## src/design/assert_macros.svh

```systemverilog
// Assertion macros for the checked RTL top level
`ifndef ASSERT_MACROS_SVH
`define ASSERT_MACROS_SVH

// Clocked check, held off while reset is asserted
`define RLPSD_ASSERT_CLK(lbl, prop, msg) \
    lbl: assert property (@(posedge clk) disable iff (!rst_n) prop) else $error(msg);

// Clocked check that also holds through reset
`define RLPSD_ASSERT_ALWAYS(lbl, prop, msg) \
    lbl: assert property (@(posedge clk) prop) else $error(msg);

`endif

```

## src/design/rlpsd_pkg.sv

```systemverilog
// Shared types and constants of the LED panel scan driver
`default_nettype none

package rlpsd_pkg;

    localparam int DEF_PANEL_COLUMNS = 64;
    localparam int DEF_SCAN_LINES    = 16;

    localparam int OP_W      = 2;
    localparam int COLOR_W   = 3;
    localparam int ROW_IN_W  = 5;
    localparam int COL_IN_W  = 6;
    localparam int COL_OUT_W = 6;
    localparam int LINE_OUT_W = 4;

    localparam logic [OP_W-1:0] OP_WRITE   = 2'd0;
    localparam logic [OP_W-1:0] OP_CLEAR   = 2'd1;
    localparam logic [OP_W-1:0] OP_REFRESH = 2'd2;

    typedef enum logic [1:0] {
        ST_CLEAR,
        ST_IDLE,
        ST_SCAN
    } state_t;

    // Commands from the controller to the datapath
    typedef struct packed {
        logic pix_write;
        logic clr_step;
        logic scan_step;
    } ctrl_cmd_t;

    // Status from the datapath to the controller
    typedef struct packed {
        logic sweep_last;
        logic col_last;
        logic rd_free;
    } dp_status_t;

endpackage

`default_nettype wire

```

## src/design/rlpsd_ctrl.sv

```systemverilog
// Controller state machine: clearing sweep, idle and line scan
`default_nettype none

module rlpsd_ctrl
    import rlpsd_pkg::*;
(
    input  wire logic             clk,
    input  wire logic             rst_n,
    input  wire logic             in_valid,
    input  wire logic [OP_W-1:0]  operation,
    output logic                  in_ready,
    input  wire dp_status_t       status,
    output ctrl_cmd_t             cmd
);

    state_t state_reg;
    state_t state_next;

    always_ff @(posedge clk or negedge rst_n)
    begin
        if (!rst_n)
        begin
            state_reg <= ST_CLEAR;
        end
        else
        begin
            state_reg <= state_next;
        end
    end

    always_comb
    begin
        state_next = state_reg;
        cmd        = '0;
        in_ready   = 1'b0;
        unique case (state_reg)
            ST_CLEAR:
            begin
                cmd.clr_step = 1'b1;
                if (status.sweep_last)
                begin
                    state_next = ST_IDLE;
                end
            end
            ST_IDLE:
            begin
                in_ready = 1'b1;
                if (in_valid)
                begin
                    unique case (operation)
                        OP_WRITE:   cmd.pix_write = 1'b1;
                        OP_CLEAR:   state_next = ST_CLEAR;
                        OP_REFRESH: state_next = ST_SCAN;
                        default:    state_next = ST_IDLE;
                    endcase
                end
            end
            ST_SCAN:
            begin
                // advance only when the read data register is free to take a column
                if (status.rd_free)
                begin
                    cmd.scan_step = 1'b1;
                    if (status.col_last)
                    begin
                        state_next = ST_IDLE;
                    end
                end
            end
            default:
            begin
                state_next = ST_IDLE;
            end
        endcase
    end

endmodule

`default_nettype wire

```

## config.mk

```make
export PLATFORM = sky130hd
export DESIGN_NAME = rlpsd_ctrl
export DESIGN_NICKNAME = d
export VERILOG_FILES = /design/src/design/assert_macros.svh /design/src/design/rlpsd_pkg.sv /design/src/design/rlpsd_ctrl.sv
export SDC_FILE = /design/constraint.sdc
export NUM_CORES = 1
export LEC_CHECK = 0
export ABC_AREA = 0
export BUFFER_PORTS_ARGS = -buffer_cell sky130_fd_sc_hd__buf_2
export CAP_MARGIN = 20
export CORE_AREA = 3 3 40 42
export DETAILED_ROUTE_END_ITERATION = 10
export DIE_AREA = 0 0 43 45
export PLACE_DENSITY_LB_ADDON = 0.08
export SLEW_MARGIN = 5
export SYNTH_ARGS = -nofsm -noshare
export SYNTH_HDL_FRONTEND = slang
export SYNTH_SLANG_ARGS = --single-unit
```

## constraint.sdc

```tcl
create_clock -name clk -period 1.42 [get_ports clk]
set_input_delay 0.426 -clock clk [delete_from_list [all_inputs] [get_ports clk]]
set_output_delay 0.426 -clock clk [all_outputs]
set_load 0.005 [all_outputs]
```

==> out/qor.txt, run 1 <==
Run status - finished with violations
Failing checks - setup timing
Number of buffers created by CTS - 3
Via count of the first global-routing pass - 171
Arrival time of the worst setup path - 1.08 ns
Total setup buffers inserted after CTS - 0
All-Layer GR Usage - 4.66%
Hold/Removal Path Class - input pin to async pin
Seq/Total Area, Yosys - 28.8%
Final Worst Setup Slack - -0.0859 ns
Setup total negative slack - -0.159 ns
Average via count per standard cell - 3.63
Crit path capture type - primary output
Tightest hold margin - 0.515 ns
Area of the die - 1940 µm²
Slew at the pin closest to its max-slew limit - 0.101 ns
Register share of total power - 24.5%
Total net switching power - 70.7 µW
Maximum number of pins on one net before global-route repair - 7
Setup slack of the most critical reg-to-reg path - 0.28 ns
Final-report max-slew violation count - 0
Fraction of final layout cells with drive strength greater than 1 - 55.6%
Average wire per standard cell - 9.16 µm
Highest-count cells in the layout ignoring fill and taps - buf_2, clkbuf_4, buf_4
Peak fanout along the critical path - 3
TritonCTS clock tree - yes
RSZ-0062 raised after global routing - yes
CTS Root Buffer Type - clkbuf_4
Startpoint of the worst-slack reg-to-reg timing path - state_reg[1]$_DFFE_PN0P_
Minimum setup slack after placement - -0.0137 ns
Total routed wirelength - 467 µm
Yosys reg bits - 2
Row count - 13
Drt pass-1 iters - 3
Placed standard-cell area - 270 µm²
Growth of design area from synthesis to finish - 74.1%
Wire length of the first global-routing pass - 662 µm
Leading cell type in the layout, fill and taps excluded - buf_2
Count of antenna-violating nets left after detailed routing - 0
Static leakage power - 0.000177 µW
Crit Path Class - flop to primary output
Worst ir drop on vdd - 0.000198 V
Area of the core - 1280 µm²
Die W - 43 µm
Kind of launch point of the worst setup path - flop
Worst setup path endpoint - cmd[2]
Endpoint of the lowest-slack register-to-register path - state_reg[0]$_DFFE_PN0P_
Synth Net Count - 28
Max Cap Violations - 0
Internal - 206 µW
Post-Synthesis Cells - 18
Hold violation total from the final report - 0
Number of design-rule violations left by the first detailed-router iteration - 9
Io pins - 12
Register clock-pin slew on the reported worst setup and hold paths - 0.03 ns
Core occupancy in the finished layout - 23.6%
Data required time at the worst endpoint - 0.99 ns
Clk Latency, worst-skew pair - 0.22 ns
Tightest slew margin relative to the limit - 93.3%
DR vias - 185
H-tree depth - 1
Switching share of total power - 25.5%
Final design area excluding fillers - 303 µm²
Max Clock Skew - 0.00132 ns
Max reg flops - 2
Number of gates given a new drive strength after cts - 0
Tmin final - 1.51 ns
Worst setup startpoint - state_reg[1]$_DFFE_PN0P_
Library cell with the largest summed area after synthesis - dfrtp_1
Yosys Warn Count - 0
Number of DRC violations after detailed routing - 0
Distinct cells, synth - 14
Longest Clk Path Bufs - 2
Comb pwr share - 30.2%
Clock network fraction of design power - 45.3%
Die Ht - 45 µm
I/O Buffers - 11
Synthesized area per cell - 9.66 µm²
Achievable Freq - 0.664 GHz
Areal power density over the cells - 914 nW/µm²
CTS Sinks - 2
Number of antenna violations at the first check in global routing - 0
Top-area cell type share of the netlist area - 28.8%
Number of endpoints failing setup at the final stage - 2
Final cycle utilization of the critical path - 106%
Starting Density - 13.5%
GR Overflow Total - 0
Post-synth design cell area - 174 µm²
Worst-case reg-to-reg path depth - 3
RD Place Congestion - 0.619
Number of nets in the final layout - 48
Antenna diodes - 0
Largest cells by area after synthesis - dfrtp_1, ha_1, and3_1
[power by group through the flow]
stage	combinational (µW)	clock, µW	sequential, µW
global route	94.9	130	69.4
global placement	82.8	0	67.9
finish	83.7	125	67.8
detailed placement	83.5	0	68.6
floorplan	32.8	0	72.6
CTS	86.2	125	68.0
[worst min-delay path by stage]
| stage | startpoint | endpoint | slack (ns) |
|---|---|---|---|
| floorplan | rst_n | state_reg[0]$_DFFE_PN0P_ | 0.13 |
| detailed placement | rst_n | state_reg[1]$_DFFE_PN0P_ | 0.21 |
| finish | rst_n | state_reg[1]$_DFFE_PN0P_ | 0.52 |
| CTS | rst_n | state_reg[1]$_DFFE_PN0P_ | 0.53 |
| global placement | rst_n | state_reg[1]$_DFFE_PN0P_ | 0.21 |
| global route | rst_n | state_reg[1]$_DFFE_PN0P_ | 0.52 |
[cell type report]
class | instances | area (µm²)
Timing Repair Buffer | 15 | 87.6
Multi-Input combinational cell | 14 | 116
Fill cell | 151 | 982
Clock buffer | 3 | 22.5
Tap cell | 15 | 18.8
Inverter | 2 | 7.51
Sequential cell | 2 | 50.0
[metrics by stage]
step,std cells,power (µW)
3_5_place_dp,47,152
2_1_floorplan,18,105
4_1_cts,51,280
3_3_place_gp,47,151
5_1_grt,51,294
6_report,51,277
[routing by layer]
layer | track usage, % | part of all wire (%) | vias to the layer above
li1 | - | - | 100
met1 | 4.81 | 39 | 78
met2 | 8.08 | 51 | 7
met3 | 1.20 | 9.4 | 0
met4 | 3.61 | 0 | 0
met5 | 0 | 0 | -
[critical path, cell delays in order, from the launching register on]
cell and delay, ns:
dfrtp_1 0.35, and2b_2 0.23, and3_1 0.16, buf_2 0.12
[repair_timing]
item | 4_1_cts | 5_1_grt
hold endpoints to repair | 2 | 0
hold buffers | 1 | 0
pin swaps | 1 | 0
setup endpoints to repair | 2 | 2
[cells in the mapped netlist]
cell and n:
dfrtp_1 2, a21oi_1 1, and2b_2 1, and4b_1 1, ha_1 2, nand3b_1 1
mux2_2 1, inv_1 2, nor2_1 1, o32a_1 1, nand2b_1 1, and3b_2 1
and3_1 2, nor2b_1 1
[kinds of logic (layout without fill, tap and decap cells)]
group	Yosys count	after routing	share of synthesized area [%]
multiplexers	1	1	6.47
AO/OA/AOI/OAI	2	2	8.63
buffers and inverters	2	20	4.32
flip-flops	2	2	28.8
adder cells (fa/ha/maj)	2	2	14.4
AND/OR/NAND/NOR	9	9	37.4
Power figures use the tool's default switching activity.
==> run 2: changes to the inputs <==
--- a/config.mk
+++ b/config.mk
@@ -12,6 +12,7 @@
 export DETAILED_ROUTE_END_ITERATION = 10
 export DIE_AREA = 0 0 43 45
 export PLACE_DENSITY_LB_ADDON = 0.08
+export RECOVER_POWER = 50
 export SLEW_MARGIN = 5
 export SYNTH_ARGS = -nofsm -noshare
 export SYNTH_HDL_FRONTEND = slang
==> out/qor.txt, run 2 (synthesis gave the netlist of run 1 again) <==
Run status - finished with violations
Failing checks - setup timing
Areal power density over the cells - 916 nW/µm² (+0.29%)
Static leakage power - 0.000174 µW (-1.6%)
CTS Root Buffer Type - clkbuf_4
Clk Latency, worst-skew pair - 0.22 ns (about the same)
All-Layer GR Usage - 4.66% (unchanged)
Final-report max-slew violation count - 0 (unchanged)
Fraction of final layout cells with drive strength greater than 1 - 52.8% (-2.8 points)
Number of buffers created by CTS - 3 (unchanged)
Die Ht - 45 µm (unchanged)
Row count - 13 (unchanged)
Register clock-pin slew on the reported worst setup and hold paths - 0.03 ns (about the same)
Worst-case reg-to-reg path depth - 3 (unchanged)
Highest Signal Layer - met3
Kind of launch point of the worst setup path - flop
Antenna diodes - 0 (unchanged)
Growth of design area from synthesis to finish - 73.4%
Final cycle utilization of the critical path - 106% (about the same)
Achievable Freq - 0.664 GHz (unchanged)
Average wire per standard cell - 9.14 µm (-0.21%)
Hold/Removal Path Class - input pin to async pin
Number of gates given a new drive strength after cts - 0 (unchanged)
Setup slack of the most critical reg-to-reg path - 0.28 ns (about the same)
Max Clock Skew - 0.00132 ns (unchanged)
Startpoint of the worst-slack reg-to-reg timing path - state_reg[1]$_DFFE_PN0P_
TritonCTS clock tree - yes
Max Cap Violations - 0 (unchanged)
GR Overflow Total - 0 (unchanged)
Starting Density - 13.5% (unchanged)
Number of endpoints failing setup at the final stage - 2 (unchanged)
Hold violation total from the final report - 0 (unchanged)
Number of design-rule violations left by the first detailed-router iteration - 9 (unchanged)
Crit Path Class - flop to primary output
Endpoint of the lowest-slack register-to-register path - state_reg[0]$_DFFE_PN0P_
Slew at the pin closest to its max-slew limit - 0.101 ns (unchanged)
Tightest slew margin relative to the limit - 93.3% (unchanged)
RSZ-0062 raised after global routing - yes
CTS Sinks - 2 (unchanged)
Tmin final - 1.51 ns (-0.000000100 ns)
RD Place Congestion - 0.619 (unchanged)
Wire length of the first global-routing pass - 662 µm (unchanged)
Met2 routed wirelength - 237 µm (unchanged)
Core occupancy in the finished layout - 23.5% (-0.097 points)
Leading cell type in the layout, fill and taps excluded - buf_2
Crit path capture type - primary output
Highest-count cells in the layout ignoring fill and taps - buf_2, clkbuf_4, buf_4
I/O Buffers - 11 (unchanged)
Multi-input logic area - 116 µm² (unchanged)
Worst ir drop on vdd - 0.000197 V (-0.19%)
Count of antenna-violating nets left after detailed routing - 0 (unchanged)
Total routed wirelength - 466 µm (-0.21%)
Worst setup startpoint - state_reg[1]$_DFFE_PN0P_
Number of antenna violations at the first check in global routing - 0 (unchanged)
Area of the die - 1940 µm² (unchanged)
Via count of the first global-routing pass - 171 (unchanged)
Number of nets in the final layout - 48 (unchanged)
Area of the core - 1280 µm² (unchanged)
Final Worst Setup Slack - -0.0859 ns (+0.000000100 ns)
Total setup buffers inserted after CTS - 0 (unchanged)
Die W - 43 µm (unchanged)
Post-Route M1 WL - 183 µm (-0.54%)
Longest Clk Path Bufs - 2 (unchanged)
Number of DRC violations after detailed routing - 0 (unchanged)
Peak fanout along the critical path - 3 (unchanged)
Data required time at the worst endpoint - 0.99 ns (about the same)
FILL cells - 152 (+0.66%)
Worst setup path endpoint - cmd[2]
Placed Instances - 47 (unchanged)
Arrival time of the worst setup path - 1.08 ns (about the same)
Max reg flops - 2 (unchanged)
Io pins - 12 (unchanged)
Number of non-filler instances in the completed layout - 51 (unchanged)
DR vias - 185 (unchanged)
Average via count per standard cell - 3.63 (unchanged)
DR WL met3 - 44 µm (unchanged)
H-tree depth - 1 (unchanged)
Area taken by flip-flops and latches - 50.0 µm² (unchanged)
Drt pass-1 iters - 3 (unchanged)
Maximum number of pins on one net before global-route repair - 7 (unchanged)
## run 2: cell type report
| class | instances | area share, % |
|---|---|---|
| multi-input combinational | 14 | 38.6 |
| tap | 15 | 6.22 |
| inverter | 2 | 2.49 |
| timing repair buffer | 15 | 28.6 |
| sequential | 2 | 16.6 |
| clock buffer | 3 | 7.47 |
## run 2: worst min-delay path by stage
| stage | start | to | slack (ns) |
|---|---|---|---|
| 2_1_floorplan | rst_n | state_reg[0]$_DFFE_PN0P_ | 0.13 |
| 4_1_cts | rst_n | state_reg[1]$_DFFE_PN0P_ | 0.53 |
| 6_report | rst_n | state_reg[1]$_DFFE_PN0P_ | 0.52 |
| 3_3_place_gp | rst_n | state_reg[1]$_DFFE_PN0P_ | 0.21 |
| 3_5_place_dp | rst_n | state_reg[1]$_DFFE_PN0P_ | 0.21 |
| 5_1_grt | rst_n | state_reg[1]$_DFFE_PN0P_ | 0.52 |
## run 2: what timing repair did
action | 4_1_cts | 5_1_grt
hold buffers | 1 | 0
pin swaps | 1 | 0
hold endpoints to repair | 2 | 0
endpoints found under the setup margin | 2 | 2
## run 2: critical path: stages (launching register included)
cell and delay [ns]:
dfrtp_1 0.35, and2b_2 0.23, and3_1 0.16, buf_2 0.12
## run 2: routing by layer
metal,vias up,track usage (%)
met5,-,0
met4,0,3.61
met3,0,1.20
met2,7,8.08
met1,78,4.81
li1,100,-
## run 2: metrics by stage
| step | hold slack (ns) | setup slack [ns] | TNS [ns] | instance area [µm²] | power [µW] |
|---|---|---|---|---|---|
| 2_1_floorplan | 0.130 | 0.192 | 0 | 174 | 105 |
| 3_3_place_gp | 0.210 | -0.00220 | -0.00220 | 270 | 151 |
| 3_5_place_dp | 0.211 | -0.0137 | -0.0137 | 270 | 152 |
| 4_1_cts | 0.529 | -0.0954 | -0.173 | 303 | 280 |
| 5_1_grt | 0.524 | -0.157 | -0.271 | 302 | 294 |
| 6_report | 0.515 | -0.0859 | -0.159 | 302 | 276 |
## run 2: report_power, final
part	leakage [µW]	total [µW]	switching, µW	internal (µW)
registers	0.0000239	67.8	3.56	64.2
clock network	0.0000138	125	31.9	93.3
logic	0.000136	83.3	35.2	48.1
==> run 3: changes to the inputs <==
--- a/config.mk
+++ b/config.mk
@@ -9,6 +9,9 @@
 export BUFFER_PORTS_ARGS = -buffer_cell sky130_fd_sc_hd__buf_2
 export CAP_MARGIN = 20
 export CORE_AREA = 3 3 40 42
+export CTS_BUF_LIST = sky130_fd_sc_hd__clkbuf_16
+export CTS_CLUSTER_DIAMETER = 200
+export CTS_CLUSTER_SIZE = 14
 export DETAILED_ROUTE_END_ITERATION = 10
 export DIE_AREA = 0 0 43 45
 export PLACE_DENSITY_LB_ADDON = 0.08
==> out/qor.txt, run 3 (synthesis gave the netlist of run 1 again) <==
Final cycle utilization of the critical path - 106% (-0.36 points)
Number of buffers created by CTS - 3 (unchanged)
Max Clock Skew - 0.000115 ns (-0.00120 ns)
Io pins - 12 (unchanged)
Register clock-pin slew on the reported worst setup and hold paths - 0.03 ns (about the same)
Setup total negative slack - -0.148 ns (+0.0115 ns)
Growth of design area from synthesis to finish - 104%
Slew at the pin closest to its max-slew limit - 0.101 ns (+0.000307 ns)
Max Cap Violations - 0 (unchanged)
Total setup buffers inserted after CTS - 0 (unchanged)
Average wire per standard cell - 9.59 µm (+4.9%)
Peak fanout along the critical path - 3 (unchanged)
Number of gates given a new drive strength after cts - 0 (unchanged)
Drt pass-1 iters - 3 (unchanged)
Static leakage power - 0.000197 µW (+13%)
TritonCTS clock tree - yes
Average via count per standard cell - 3.63 (unchanged)
Starting Density - 13.5% (unchanged)
Final design area excluding fillers - 354 µm² (+17%)
Failing checks - setup timing
Worst ir drop on vdd - 0.000718 V (+260%)
Number of antenna violations at the first check in global routing - 0 (unchanged)
Data required time at the worst endpoint - 0.99 ns (about the same)
Row count - 13 (unchanged)
CTS Root Buffer Type - clkbuf_16
Final Worst Setup Slack - -0.0808 ns (+0.00511 ns)
Wire length of the first global-routing pass - 752 µm (+14%)
Count of antenna-violating nets left after detailed routing - 0 (unchanged)
Max reg flops - 2 (unchanged)
CP max stage cell - dfrtp_1
RSZ-0062 raised after global routing - yes
Placed Instances - 47 (unchanged)
Area of the die - 1940 µm² (unchanged)
Longest Clk Path Bufs - 2 (unchanged)
Arrival time of the worst setup path - 1.07 ns (about the same)
Run status - finished with violations
Areal power density over the cells - 1610 nW/µm² (+75%)
I/O Buffers - 11 (unchanged)
Fraction of final layout cells with drive strength greater than 1 - 52.8% (unchanged)
Number of design-rule violations left by the first detailed-router iteration - 7 (-2)
Maximum number of pins on one net before global-route repair - 7 (unchanged)
FILL cells - 144 (-5.3%)
Total routed wirelength - 489 µm (+4.9%)
CTS Sinks - 2 (unchanged)
Number of nets in the final layout - 48 (unchanged)
Largest stage delay, worst path - 0.35 ns (about the same)
Via count of the first global-routing pass - 170 (-0.58%)
Die Ht - 45 µm (unchanged)
Kind of launch point of the worst setup path - flop
List of cells traversed by the critical path - and2b_2 > and3_1 > buf_2
Number of DRC violations after detailed routing - 0 (unchanged)
Final-report max-slew violation count - 0 (unchanged)
RD Place Congestion - 0.619 (unchanged)
Tightest slew margin relative to the limit - 93.3% (about the same)
Achievable Freq - 0.666 GHz (+0.34%)
H-tree depth - 1 (unchanged)
Area of the core - 1280 µm² (unchanged)
Tmin final - 1.50 ns (-0.00511 ns)
Hold/Removal Path Class - input pin to async pin
Tightest hold margin - 0.521 ns (+0.00510 ns)
Hold violation total from the final report - 0 (unchanged)
GR Overflow Total - 0 (unchanged)
Clk Latency, worst-skew pair - 0.22 ns (about the same)
Antenna diodes - 0 (unchanged)
Crit path capture type - primary output
All-Layer GR Usage - 6.07% (+1.4 points)
Leading cell type in the layout, fill and taps excluded - buf_2
Highest-count cells in the layout ignoring fill and taps - buf_2, clkbuf_16, buf_4
Crit Path Class - flop to primary output
Number of non-filler instances in the completed layout - 51 (unchanged)
DR vias - 185 (unchanged)
Die W - 43 µm (unchanged)
Number of endpoints failing setup at the final stage - 2 (unchanged)
Placed standard-cell area - 270 µm² (unchanged)
-- run 3: metrics by stage --
stage	power (µW)	setup WS [ns]	utilization (%)
2_1_floorplan	105	0.192	-
5_1_grt	594	-0.150	27.6
3_3_place_gp	151	-0.00220	21.0
6_report	569	-0.0808	27.6
3_5_place_dp	152	-0.0137	21.0
4_1_cts	578	-0.0934	27.7
-- run 3: worst paths after layout --
kind | start | slack (ns) | to | cells past startpoint
worst max register to register | state_reg[1]$_DFFE_PN0P_ | 0.30 | state_reg[0]$_DFFE_PN0P_ | 3
worst min register to register | state_reg[0]$_DFFE_PN0P_ | 0.66 | state_reg[0]$_DFFE_PN0P_ | 2
worst min-delay path | rst_n | 0.52 | state_reg[1]$_DFFE_PN0P_ | 2
min in group clk | in_valid | 0.57 | state_reg[0]$_DFFE_PN0P_ | 3
worst max-delay path | state_reg[1]$_DFFE_PN0P_ | -0.08 | cmd[2] | 3
max in group asynchronous | rst_n | 0.78 | state_reg[0]$_DFFE_PN0P_ | 2
-- run 3: layer usage --
layer / global-route usage, % / wire length (µm)
met5: 0 / 0
met4: 7.23 / 0
met3: 4.78 / 44
met2: 7.49 / 239
met1: 5.76 / 205
-- run 3: layout make-up --
cell class                 count  area [µm²]  area share (%)
sequential                     2        50.0            14.1
clock buffer                   3        75.1            21.2
timing repair buffer          15        86.3            24.4
tap                           15        18.8            5.30
inverter                       2        7.51            2.12
multi-input combinational     14         116            32.9
-- run 3: where the power goes --
part	internal, µW	switching [µW]
logic	48.1	34.8
clock network	358	60.8
registers	64.2	3.13
total	470	98.7
-- run 3: timing repair --
item / 4_1_cts / 5_1_grt
gates cloned: 0 / 0
endpoints found under the hold margin: 2 / 0
hold buffers: 1 / 0
pin swaps: 1 / 0
endpoints found under the setup margin: 2 / 2
-- run 3: worst max-delay path, delay by kind of cell, from the launching register on --
kind          cells  cell delay (ns)
simple gates      2             0.39
flops             1             0.35
buf+inv           1             0.12
